===== src/sv/umbilical_door_latch_plant_top_defines.svh =====
// Assertion macros used by the umbilical door latch plant RTL.
`ifndef UMBILICAL_DOOR_LATCH_PLANT_TOP_DEFINES_SVH
`define UMBILICAL_DOOR_LATCH_PLANT_TOP_DEFINES_SVH

// Same-cycle implication, checked on clk and quiet while rst_n is low.
`define UDL_ASSERT_NOW(label, ante, cons, msg) \
  label: assert property (@(posedge clk) disable iff (!rst_n) (ante) |-> (cons)) \
    else $error(msg);

// Next-cycle implication, checked on clk and quiet while rst_n is low.
`define UDL_ASSERT_NEXT(label, ante, cons, msg) \
  label: assert property (@(posedge clk) disable iff (!rst_n) (ante) |=> (cons)) \
    else $error(msg);

`endif


===== src/sv/udl_pkg.sv =====
package udl_pkg;

  localparam int POS_BITS   = 20;
  localparam int TIME_BITS  = 8;
  localparam int RATE_W     = 16;
  localparam int DRIVE_W    = 3;
  localparam int ELAPSED_W  = 8;
  localparam int POS_OUT_W  = 20;
  localparam int PROD_W     = TIME_BITS + RATE_W;
  localparam int SUM_W      = ((PROD_W > POS_BITS) ? PROD_W : POS_BITS) + 4;
  localparam int CFG_IDX_W  = 2;
  localparam int IN_DATA_W  = 32;
  localparam int OUT_DATA_W = 96;

  typedef logic [POS_BITS-1:0]       pos_t;
  typedef logic [PROD_W-1:0]         prod_t;
  typedef logic signed [DRIVE_W-1:0] drive_t;
  typedef logic [RATE_W-1:0]         rate_t;
  typedef logic [CFG_IDX_W-1:0]      cfg_idx_t;

  // Register indexes of the configuration port.
  localparam cfg_idx_t REG_DOOR_RATE       = 2'd0;
  localparam cfg_idx_t REG_DOOR_LATCH_RATE = 2'd1;
  localparam cfg_idx_t REG_CL_LATCH_RATE   = 2'd2;

  localparam rate_t DOOR_RATE_RST       = 16'd22;
  localparam rate_t DOOR_LATCH_RATE_RST = 16'd87;
  localparam rate_t CL_LATCH_RATE_RST   = 16'd87;

  localparam longint unsigned FULL_L = (64'd1 << POS_BITS) - 64'd1;
  localparam pos_t POS_FULL  = pos_t'(FULL_L);
  localparam pos_t POS_HALF  = pos_t'(64'd1 << (POS_BITS - 1));
  localparam pos_t POS_CAP   = pos_t'((FULL_L * 49 + 25) / 50);
  localparam pos_t POS_FLOOR = pos_t'((FULL_L + 25) / 50);
  localparam pos_t POS_RTL   = pos_t'((FULL_L + 50) / 100);
  localparam pos_t POS_ZERO  = '0;

  // Registered front half of one tick: the time-rate products, drives and latch switches.
  typedef struct packed {
    prod_t  door_prod;
    prod_t  latch_prod;
    prod_t  cl_prod;
    drive_t ldoor_drv;
    drive_t rdoor_drv;
    drive_t left_latch_drv;
    drive_t right_latch_drv;
    drive_t cl_one_drv;
    drive_t cl_two_drv;
    logic   left_sw;
    logic   right_sw;
  } tick_t;

  // pos + prod * drive, clamped to lo..hi.
  function automatic pos_t move_pos(pos_t pos, prod_t prod, drive_t drive,
                                    pos_t lo, pos_t hi);
    logic signed [SUM_W-1:0] prod_x;
    logic signed [SUM_W-1:0] drv_x;
    logic signed [SUM_W-1:0] sum;
    logic signed [SUM_W-1:0] lo_x;
    logic signed [SUM_W-1:0] hi_x;
    pos_t                    res;
    prod_x = $signed({{(SUM_W-PROD_W){1'b0}}, prod});
    drv_x  = SUM_W'(drive);
    lo_x   = $signed({{(SUM_W-POS_BITS){1'b0}}, lo});
    hi_x   = $signed({{(SUM_W-POS_BITS){1'b0}}, hi});
    sum    = $signed({{(SUM_W-POS_BITS){1'b0}}, pos}) + prod_x * drv_x;
    if (sum < lo_x) begin
      res = lo;
    end else if (sum > hi_x) begin
      res = hi;
    end else begin
      res = sum[POS_BITS-1:0];
    end
    return res;
  endfunction

  // Door travel with the interlocks against the latches.
  function automatic pos_t door_step(pos_t pos, pos_t latch, prod_t prod,
                                     drive_t drive, logic cl_past, logic cl_below);
    pos_t lo;
    pos_t hi;
    pos_t res;
    lo = (latch < POS_HALF) ? POS_FLOOR : POS_ZERO;
    hi = cl_past ? POS_CAP : POS_FULL;
    if ((pos != POS_FULL || cl_below) && (pos != POS_ZERO || latch > POS_HALF)) begin
      res = move_pos(pos, prod, drive, lo, hi);
    end else begin
      res = pos;
    end
    return res;
  endfunction

  function automatic logic [1:0] end_status(pos_t pos);
    return {pos == POS_FULL, pos == POS_ZERO};
  endfunction

  function automatic logic [3:0] door_status(pos_t pos, logic other_sw);
    logic rtl;
    rtl = (pos <= POS_RTL);
    return {rtl, rtl | other_sw, end_status(pos)};
  endfunction

endpackage


===== src/sv/umbilical_door_latch_plant_top.sv =====
// Umbilical door latch plant: one input word is one simulation tick. The
// block moves the two door latches and the two centerline latches by
// elapsed_time x rate x drive, then moves the two doors under their latch
// interlocks, and returns one output word with limit-switch status and four
// positions (20-bit fractions, full scale is fully open). It takes one word
// per clock cycle without gaps while the output is not stalled. The first
// step registers an accepted word's elapsed-time by rate products, the
// second applies them to the six position registers and loads the output
// register. Only that second step reads and writes the mechanism state, so
// consecutive ticks chain at full rate. The user must write the rates
// through the cfg port while no tick is in flight; the block does not enforce it.
module umbilical_door_latch_plant_top (
  input  logic                            clk,
  input  logic                            rst_n,
  input  logic                            cfg_we,
  input  logic [udl_pkg::CFG_IDX_W-1:0]   cfg_index,
  input  logic [udl_pkg::RATE_W-1:0]      cfg_data,
  input  logic                            in_tvalid,
  output logic                            in_tready,
  // elapsed_time[7:0], ldoor_drive[10:8], rdoor_drive[13:11],
  // left_latch_drive[16:14], right_latch_drive[19:17],
  // centerline_one_drive[22:20], centerline_two_drive[25:23],
  // left_latch_switch[26], right_latch_switch[27], zero fill[31:28]
  input  logic [udl_pkg::IN_DATA_W-1:0]   in_tdata,
  output logic                            out_tvalid,
  input  logic                            out_tready,
  // ldoor_status[3:0], rdoor_status[7:4], left_latch_status[9:8],
  // right_latch_status[11:10], centerline_one_status[13:12],
  // centerline_two_status[15:14], ldoor_position[35:16],
  // rdoor_position[55:36], centerline_one_position[75:56],
  // centerline_two_position[95:76]
  output logic [udl_pkg::OUT_DATA_W-1:0]  out_tdata
);
  import udl_pkg::*;

`include "umbilical_door_latch_plant_top_defines.svh"

  // Rate registers.
  rate_t door_rate_r, latch_rate_r, cl_rate_r;

  always_ff @(posedge clk) begin
    if (!rst_n) begin
      door_rate_r  <= DOOR_RATE_RST;
      latch_rate_r <= DOOR_LATCH_RATE_RST;
      cl_rate_r    <= CL_LATCH_RATE_RST;
    end else if (cfg_we) begin
      unique case (cfg_index)
        REG_DOOR_RATE:       door_rate_r  <= cfg_data;
        REG_DOOR_LATCH_RATE: latch_rate_r <= cfg_data;
        REG_CL_LATCH_RATE:   cl_rate_r    <= cfg_data;
        default: ;
      endcase
    end
  end

  // Handshake: the product stage advances whenever the output register is
  // free or is being emptied in this cycle.
  logic  tick_vld_r;
  tick_t tick_r, tick_nxt;
  logic  adv;
  logic  in_acc;

  assign adv       = tick_vld_r && (!out_tvalid || out_tready);
  assign in_tready = !tick_vld_r || adv;
  assign in_acc    = in_tvalid && in_tready;

  logic [TIME_BITS-1:0] dt;
  assign dt = in_tdata[TIME_BITS-1:0];

  always_comb begin
    tick_nxt.door_prod       = prod_t'(dt) * prod_t'(door_rate_r);
    tick_nxt.latch_prod      = prod_t'(dt) * prod_t'(latch_rate_r);
    tick_nxt.cl_prod         = prod_t'(dt) * prod_t'(cl_rate_r);
    tick_nxt.ldoor_drv       = in_tdata[10:8];
    tick_nxt.rdoor_drv       = in_tdata[13:11];
    tick_nxt.left_latch_drv  = in_tdata[16:14];
    tick_nxt.right_latch_drv = in_tdata[19:17];
    tick_nxt.cl_one_drv      = in_tdata[22:20];
    tick_nxt.cl_two_drv      = in_tdata[25:23];
    tick_nxt.left_sw         = in_tdata[26];
    tick_nxt.right_sw        = in_tdata[27];
  end

  always_ff @(posedge clk) begin
    if (!rst_n) begin
      tick_vld_r <= 1'b0;
    end else if (in_tready) begin
      tick_vld_r <= in_tvalid;
    end
  end

  always_ff @(posedge clk) begin
    if (in_acc) begin
      tick_r <= tick_nxt;
    end
  end

  // Mechanism state. Latches move first; the doors then see the new latch
  // and centerline positions.
  pos_t ldoor_r, rdoor_r, llatch_r, rlatch_r, cl1_r, cl2_r;
  pos_t ldoor_nxt, rdoor_nxt, llatch_nxt, rlatch_nxt, cl1_nxt, cl2_nxt;
  logic cl_past, cl_below;

  always_comb begin
    llatch_nxt = move_pos(llatch_r, tick_r.latch_prod, tick_r.left_latch_drv,
                          POS_ZERO, POS_FULL);
    rlatch_nxt = move_pos(rlatch_r, tick_r.latch_prod, tick_r.right_latch_drv,
                          POS_ZERO, POS_FULL);
    cl1_nxt    = move_pos(cl1_r, tick_r.cl_prod, tick_r.cl_one_drv, POS_ZERO, POS_FULL);
    cl2_nxt    = move_pos(cl2_r, tick_r.cl_prod, tick_r.cl_two_drv, POS_ZERO, POS_FULL);
    cl_past    = (cl1_nxt > POS_HALF) || (cl2_nxt > POS_HALF);
    cl_below   = (cl1_nxt < POS_HALF) && (cl2_nxt < POS_HALF);
    ldoor_nxt  = door_step(ldoor_r, llatch_nxt, tick_r.door_prod, tick_r.ldoor_drv,
                           cl_past, cl_below);
    rdoor_nxt  = door_step(rdoor_r, rlatch_nxt, tick_r.door_prod, tick_r.rdoor_drv,
                           cl_past, cl_below);
  end

  always_ff @(posedge clk) begin
    if (!rst_n) begin
      ldoor_r  <= POS_ZERO;
      rdoor_r  <= POS_ZERO;
      llatch_r <= POS_ZERO;
      rlatch_r <= POS_ZERO;
      cl1_r    <= POS_ZERO;
      cl2_r    <= POS_ZERO;
    end else if (adv) begin
      ldoor_r  <= ldoor_nxt;
      rdoor_r  <= rdoor_nxt;
      llatch_r <= llatch_nxt;
      rlatch_r <= rlatch_nxt;
      cl1_r    <= cl1_nxt;
      cl2_r    <= cl2_nxt;
    end
  end

  // Output register. The left door reports the right latch switch and the
  // right door the left one.
  logic                  out_vld_r;
  logic [OUT_DATA_W-1:0] out_data_r, out_data_nxt;

  always_comb begin
    out_data_nxt = {POS_OUT_W'(cl2_nxt), POS_OUT_W'(cl1_nxt),
                    POS_OUT_W'(rdoor_nxt), POS_OUT_W'(ldoor_nxt),
                    end_status(cl2_nxt), end_status(cl1_nxt),
                    end_status(rlatch_nxt), end_status(llatch_nxt),
                    door_status(rdoor_nxt, tick_r.left_sw),
                    door_status(ldoor_nxt, tick_r.right_sw)};
  end

  always_ff @(posedge clk) begin
    if (!rst_n) begin
      out_vld_r <= 1'b0;
    end else if (adv) begin
      out_vld_r <= 1'b1;
    end else if (out_tready) begin
      out_vld_r <= 1'b0;
    end
  end

  always_ff @(posedge clk) begin
    if (adv) begin
      out_data_r <= out_data_nxt;
    end
  end

  assign out_tvalid = out_vld_r;
  assign out_tdata  = out_data_r;

  `UDL_ASSERT_NEXT(a_state_holds, !adv,
    $stable(ldoor_r) && $stable(cl1_r) && $stable(llatch_r),
    "mechanism state changed without a tick")
  `UDL_ASSERT_NEXT(a_out_matches_state, adv,
    out_tdata[35:16] == POS_OUT_W'(ldoor_r) && out_tdata[95:76] == POS_OUT_W'(cl2_r),
    "output word does not match updated state")
  `UDL_ASSERT_NOW(a_stall_means_full, !in_tready, tick_vld_r && out_tvalid,
    "input stalled while pipeline has room")
  `UDL_ASSERT_NOW(a_rtl_bits, out_tvalid && out_tdata[3], out_tdata[2],
    "ready line two without lines one and three")

endmodule


===== config.mk =====
export PLATFORM = sky130hd
export DESIGN_NAME = umbilical_door_latch_plant_top
export DESIGN_NICKNAME = d
export VERILOG_FILES = /design/src/sv/udl_pkg.sv /design/src/sv/umbilical_door_latch_plant_top.sv
export VERILOG_INCLUDE_DIRS = /design/src /design/src/sv
export SDC_FILE = /design/constraint.sdc
export NUM_CORES = 2
export LEC_CHECK = 0
export ABC_AREA = 1
export BUFFER_PORTS_ARGS = -buffer_cell sky130_fd_sc_hd__buf_2
export CAP_MARGIN = 20
export CORE_MARGIN = 2
export CORE_UTILIZATION = 60
export DETAILED_ROUTE_END_ITERATION = 8
export PLACE_DENSITY = 0.76
export SLEW_MARGIN = 25
export SYNTH_ARGS = -nofsm -noshare
export SYNTH_HDL_FRONTEND = slang
export SYNTH_SLANG_ARGS = --single-unit

===== constraint.sdc =====
create_clock -name clk -period 8.8 [get_ports clk]
set_input_delay 1.32 -clock clk [delete_from_list [all_inputs] [get_ports clk]]
set_output_delay 1.32 -clock clk [all_outputs]
set_load 0.05 [all_outputs]

; ---- Yosys cells after proc, flatten, opt, wreduce, memory -nomap -nowiden
; Index checks and enable logic that the tools add are counted.
[op_classes]
addsub = 6
mul = 9
n_div = 0
n_lt_le_gt_ge = 22
n_eq_ne = 10
n_shift = 0
mux = 19
n_bitwise = 2
n_reduce_logical = 27
[op_table]
columns = operator, n
row1 = 2-to-1 mux 20 bit, 14
row2 = adder 21 x 28 -> 28 bit, 6
row3 = multiplier 25 x 3 -> 28 bit, 6
row4 = == test 20 bit (second input constant), 6
row5 = zero test 20 bit, 6
row6 = greater-than comparator 28 x 21 -> 1 bit (second input constant), 4
row7 = less-than comparator 28 x 1 -> 1 bit (second input constant), 4
row8 = greater-than comparator 20 bit (second input constant), 4
row9 = less-than comparator 20 bit (second input constant), 4
row10 = multiplier 8 x 16 -> 24 bit, 3
row11 = greater-than comparator 28 x 21 -> 1 bit, 2
row12 = less-than comparator 28 x 16 -> 1 bit, 2
row13 = 2-to-1 mux 15 bit, 3
row14 = <= comparator 20 x 14 -> 1 bit (second input constant), 2
row15 = inequality test 20 bit (second input constant), 2
row16 = nonzero test 20 bit, 2
row17 = logical OR 1 bit, 7
row18 = AND reduction 2 bit, 3
row19 = logical AND 1 bit, 5
row20 = == test 2 x 1 -> 1 bit (second input constant), 1
row21 = == test 2 bit (second input constant), 1
row22 = zero test 1 bit, 2
row23 = zero test 2 bit, 1
row24 = 2-to-1 mux 1 bit, 2
row25 = 2 further kinds, 3
[word_totals]
ff_bits = 358
latchBits = 0
mem_bits_rw = 0
rom_bits = 0
inputBits = 55
output_inout_bits = 98
word_cells = 118
n_memories = 0

; ---- Depth between registers and ports, before layout
[logic_depth]
word_depth = 14
ltp_mapped = 51
mapped_depth_nobuf = 50

; ---- Least setup slack after synthesis
; OpenSTA, ideal clock, no wires.
[synth_path]
path_kind = reg2reg
startpoint = reg tick_r[5] (netlist name)
endpoint = reg out_data_r[6] (netlist: out_tdata[6]) (data pin)
setup_time_ns = 0.259
arrival_time_ns = 7.080
t_required_ns = 8.541
setup_slack_ns = 1.460
path_stages_with_launch = 50
path_buffers = 2
period_less_slack_ns = 7.340
path_cell_list = edfxtp_1 > clkbuf_1 > nand2_1 > fa_1 > fa_1 > fa_1 > inv_1 > ha_1 > inv_1 > fa_1 > inv_1 > nand3_1 > nand3_1 > nand2_1 > nand2_1 > nand3_1 > nand3_1 > nand2_1 > [14 not listed] > nor2_1 > o211ai_1 > nand2_1 > nand4_1 > nand2_1 > nand3_2 > buf_2 > nand2_1 > nand3_1 > nor2_1 > nor2_1 > nand2_1 > nor2_2 > nand2_1 > nor2_2 > nand3_1 > nand2_1 > nand3_1
[synth_via]
elab_chain_cells = 14
word_cells_on_any_way = 19
cone_classes = 1 x add/sub / 1 x mul / 6 x order compare / 6 x mux / 1 x bitwise / 4 x reduce/logical
[synth_lines]
columns = item, line_no
row1 = from (decl), umbilical_door_latch_plant_top.sv:59  ; tick_t tick_r, tick_nxt;
row2 = from (signal assigned), umbilical_door_latch_plant_top.sv:94  ; tick_r <= tick_nxt;
row3 = multiplier 25 x 3 -> 28 bit (*), udl_pkg.sv:66  ; sum = $signed({{(SUM_W-POS_BITS){1'b0}}, pos}) + prod_x * drv_x;
row4 = adder 21 x 28 -> 28 bit (*), udl_pkg.sv:66
row5 = greater-than comparator 28 x 21 -> 1 bit, udl_pkg.sv:69  ; end else if (sum > hi_x) begin
row6 = 2-to-1 mux 20 bit, udl_pkg.sv:69
row7 = 2-to-1 mux 20 bit (*), udl_pkg.sv:67  ; if (sum < lo_x) begin
row8 = greater-than comparator 20 bit, umbilical_door_latch_plant_top.sv:111  ; cl_past = (cl1_nxt > POS_HALF) || (cl2_nxt > POS_HALF);
row9 = logical OR 1 bit, umbilical_door_latch_plant_top.sv:111
row10 = 2-to-1 mux 15 bit, udl_pkg.sv:84  ; hi = cl_past ? POS_CAP : POS_FULL;
row11 = greater-than comparator 28 x 21 -> 1 bit, udl_pkg.sv:69
row12 = 2-to-1 mux 20 bit, udl_pkg.sv:69
row13 = 2-to-1 mux 20 bit, udl_pkg.sv:67
row14 = 2-to-1 mux 20 bit (*), udl_pkg.sv:85  ; if ((pos != POS_FULL || cl_below) && (pos != POS_ZERO || latch > POS_HALF)) begin
row15 = <= comparator 20 x 14 -> 1 bit (*), udl_pkg.sv:99  ; rtl = (pos <= POS_RTL);
row16 = bitwise OR 1 bit (*), udl_pkg.sv:100  ; return {rtl, rtl | other_sw, end_status(pos)};
row17 = net out_data_nxt[6], umbilical_door_latch_plant_top.sv:140  ; logic [OUT_DATA_W-1:0] out_data_r, out_data_nxt;
row18 = to (signal assigned), umbilical_door_latch_plant_top.sv:163  ; out_data_r <= out_data_nxt;
row19 = to (decl), umbilical_door_latch_plant_top.sv:140
; The timed path passes the listed nets; every way through them passes the cells marked *.
; A chain may end at the register's enable or synchronous reset.

; ---- Worst setup path in the final report
[layout_path]
startpoint = reg tick_r[20] (netlist name)
endpoint = reg out_data_r[0] (netlist: out_tdata[0]) (data pin)
[layout_via]
elab_chain_cells = 13
word_cells_on_any_way = 26
cone_classes = 2 x add/sub / 2 x mul / 9 x order compare / 8 x mux / 5 x reduce/logical
[layout_lines]
columns = item, line_no
row1 = multiplier 25 x 3 -> 28 bit, udl_pkg.sv:66
row2 = adder 21 x 28 -> 28 bit, udl_pkg.sv:66
row3 = greater-than comparator 28 x 21 -> 1 bit, udl_pkg.sv:69
row4 = 2-to-1 mux 20 bit, udl_pkg.sv:69
row5 = 2-to-1 mux 20 bit, udl_pkg.sv:67
row6 = greater-than comparator 20 bit, umbilical_door_latch_plant_top.sv:111
row7 = logical OR 1 bit, umbilical_door_latch_plant_top.sv:111
row8 = 2-to-1 mux 15 bit, udl_pkg.sv:84
row9 = greater-than comparator 28 x 21 -> 1 bit, udl_pkg.sv:69
row10 = 2-to-1 mux 20 bit, udl_pkg.sv:69
row11 = 2-to-1 mux 20 bit, udl_pkg.sv:67
row12 = 2-to-1 mux 20 bit (*), udl_pkg.sv:85
row13 = zero test 20 bit (*), udl_pkg.sv:94  ; return {pos == POS_FULL, pos == POS_ZERO};
row14 = net out_data_nxt[0], umbilical_door_latch_plant_top.sv:140
; Marks and branches as above.

==> flow_metrics.py <==
metrics = {
    "run_status": {
        "status": "finished, final reports clean",
    },
    "sta": {
        "hold_viol_final": 0,
        "finalClockSkew_ns": 0.0478,
        "maxSlewHeadroom_pct": 26.8,
        "rsz0062_at_grt": "false",
        "tightestPinTransition_ns": 1.09,
        "setup_ws_ns": 0.593,
        "slew_violations": 0,
        "fin_crit_sh_pct": 93.3,
        "layout_min_cycle_time_ns": 8.21,
        "setup_violations": 0,
        "fin_setup_tns_ns": 0,
        "maxClockFrequency_mhz": 122,
    },
    "placement": {
        "dp_hpwl_mm": 102,
        "place_inst": 7562,
        "io_buffers": 148,
        "post-place-ws_ns": 0.459,
        "place.gp.congestion": 0.950,
    },
    "global_routing": {
        "grt_first_pass_wirelength_mm": 206,
        "grt-ovfl-total": 0,
        "grt_max_degree": 155,
        "antenna_found_initial": 4,
        "grtUsageTotal_pct": 31.4,
        "grt_pass1_vias": 40200,
    },
    "die": {
        "die_y_um": 286,
        "dieArea_mm2": 0.0820,
        "core_mm2": 0.0790,
        "fp.dieW_um": 286,
        "rows": 103,
        "ioPinCount": 153,
        "start_util_pct": 60.6,
    },
    "power_and_ir_drop": {
        "p_sw_w": 0.00821,
        "p_int_w": 0.00707,
        "combPwrFrac_pct": 71.4,
        "leakage_nw": 29.4,
        "p_per_area_mw_per_mm2": 297,
        "ir_worst_vdd_uv": 160,
        "p_sw_share_pct": 53.8,
        "clkPwrFrac_pct": 12.5,
        "power_frac_seq_pct": 16.0,
    },
    "clocking": {
        "clock-sinks": 358,
        "insertion_delay_ns": 0.61,
        "clockBufferDepth": 3,
        "cts.htree.levels": 2,
        "clk_pin_slew_ns": 0.06,
        "cts_root_buf": "clkbuf_16",
        "cts_tree": "built",
        "numCtsBuffers": 44,
    },
    "cells_and_area": {
        "syn_to_final_growth_pct": 7.41,
        "fillerInstances": 6887,
        "fin_util_pct": 65.1,
        "nets": 7644,
        "drive_above_1_share_pct": 7.08,
        "regArea_mm2": 0.00905,
        "post_layout_nonfiller_instances": 7647,
        "multi_input_area_mm2": 0.0329,
    },
    "critical_path": {
        "crit_path_start_kind": "flop",
        "path_common_cell": "nand2_1",
        "cpMaxStageDelayCell": "fa_1",
        "crit_path_end_kind": "flop",
        "cp_max_fo": 19,
        "cpPeakStageDelay_ns": 0.52,
        "critPathRequiredTime_ns": 9.26,
        "worstSetupPathType": "reg -> reg",
        "critPathArrivalTime_ns": 8.67,
    },
    "logic_synthesis": {
        "post-synth-top-area-cell": "fa_1",
        "synth_edf_count": 188,
        "syn_inst": 6471,
        "yosysSeqAreaShare_pct": 18.9,
        "netlist.area_leader.share_pct": 21.1,
        "synth_common_cells": "nand2_1, inv_1, ha_1",
        "syn_nets": 7554,
        "synth.distinct_cells": 62,
        "ys_ff_latch": 358,
        "avgSynthCellArea_um2": 7.40,
        "synthFlopType": "edfxtp_1",
        "synth_area_mm2": 0.0479,
        "async_flop_share_pct": 0,
        "yosys_warnings": 0,
        "ys_top_cells_by_area": "fa_1, nand2_1, ha_1",
        "yosysMostFrequentCell": "nand2_1",
    },
    "detailed_routing": {
        "route.vias.total": 41000,
        "first_pass_iters": 6,
        "ant_nets": 0,
        "drt_iter0_drc": 3176,
        "routed_via_density": 5.36,
        "drc_errors": 0,
        "wl_per_cell_um": 16.5,
        "wl_mm": 126,
    },
    "worst_hold_path": {
        "hold_class": "reg -> reg",
    },
    "flow_run": {
        "cap_violations": 0,
    },
}
[repair_timing]
action                                  4_1_cts  5_1_grt
endpoints found under the setup margin        0       10
hold buffers                                  0        0
resized for setup                             0       16
buffers inserted                              0        2
hold endpoints to repair                      0        0
[cell usage in the layout, fill, tap and decap left out, types with 5 or more instances in the layout]
cell and instances:
nand2_1 1859, inv_1 1350, ha_1 524, fa_1 504, nor2_1 378, a21oi_1 300
nand3_1 206, edfxtp_1 188, o21ai_0 184, dfxtp_1 170, buf_2 147, xor2_1 104
buf_4 91, nand4_1 80, xnor2_1 56, clkbuf_16 47, nor3_1 46, nor2_2 37
nand2_2 32, nor4_1 26, o21ai_1 24, o21bai_1 20, a31oi_1 19, inv_2 18
nand3_2 18, o21ai_2 17, nand3b_1 15, clkbuf_1 14, a21o_1 13, or2_2 7
and2_1 7, nand2_4 6, o211ai_1 6, nor2_4 5, inv_6 5
[worst paths after layout]
kind | startpoint | to | slack [ns] | cells after the start
min | tick_r[1] | out_tdata[6] | 0.53 | 2
max reg2reg | tick_r[20] | out_tdata[0] | 0.59 | 45
min reg2reg | tick_r[1] | out_tdata[6] | 0.53 | 2
max | tick_r[20] | out_tdata[0] | 0.59 | 45
[through the flow]
step                      cell area, µm²  hold slack (ns)  total power (W)
final                              51400            0.527           0.0153
after global routing               51400            0.555           0.0169
after CTS                          51300            0.526           0.0152
after detailed placement           49800            0.504           0.0132
after global placement             49800            0.496           0.0130
after floorplan                    47900            0.489           0.0105
[per-layer routing]
metal / vias up / GRT usage (%) / wire length [µm]
met1: 19400 / 43.8 / 55400
met5: - / 0 / 15
met2: 1293 / 51.6 / 57700
met3: 230 / 3.29 / 8280
met4: 2 / 10.2 / 4370
li1: 20100 / - / -
[registers in the layout, indices dropped and copies added (netlist names)]
register and count:
cl1_r 20, cl2_r 20, cl_rate_r 16, door_rate_r 16, latch_rate_r 16, ldoor_r 20
llatch_r 20, out_tdata 96, out_tvalid 1, rdoor_r 20, rlatch_r 20, tick_r 92
tick_vld_r 1
[power by group through the flow]
stage	registers [W]	logic, W	clock network, W
after floorplan	0.00243	0.00803	0
after global placement	0.00247	0.0105	0
after detailed placement	0.00247	0.0107	0
after CTS	0.00244	0.0108	0.00194
after global routing	0.00247	0.0124	0.00200
final	0.00245	0.0109	0.00192
[worst max-delay path: cells and delay by family (launching register included)]
family          cells  cell delay, ns
simple gates       31            4.03
flops               1            0.46
fa+ha+maj           6            2.40
compound gates      1            0.28
buf+inv             7            0.87
[cell families after synthesis]
group / Yosys count / share of synthesized area, %
buffers and inverters: 1571 / 12.5
and+or+nand+nor: 2741 / 23.9
xor gates and xnor gates: 162 / 3.00
AOI/OAI and AO/OA: 611 / 6.95
adders and majority gates: 1028 / 34.8
DFF: 358 / 18.9
[cell type report]
type                       count  share of cell area [%]
inverter                    1374                    10.1
antenna                        1                 0.00487
multi-input combinational   4542                    64.0
clock buffer                  62                    2.42
timing repair buffer         241                    2.86
tap                         1050                    2.56
clock inverter                19                   0.477
sequential                   358                    17.6
Note: power is estimated with default switching activity, not from simulation.
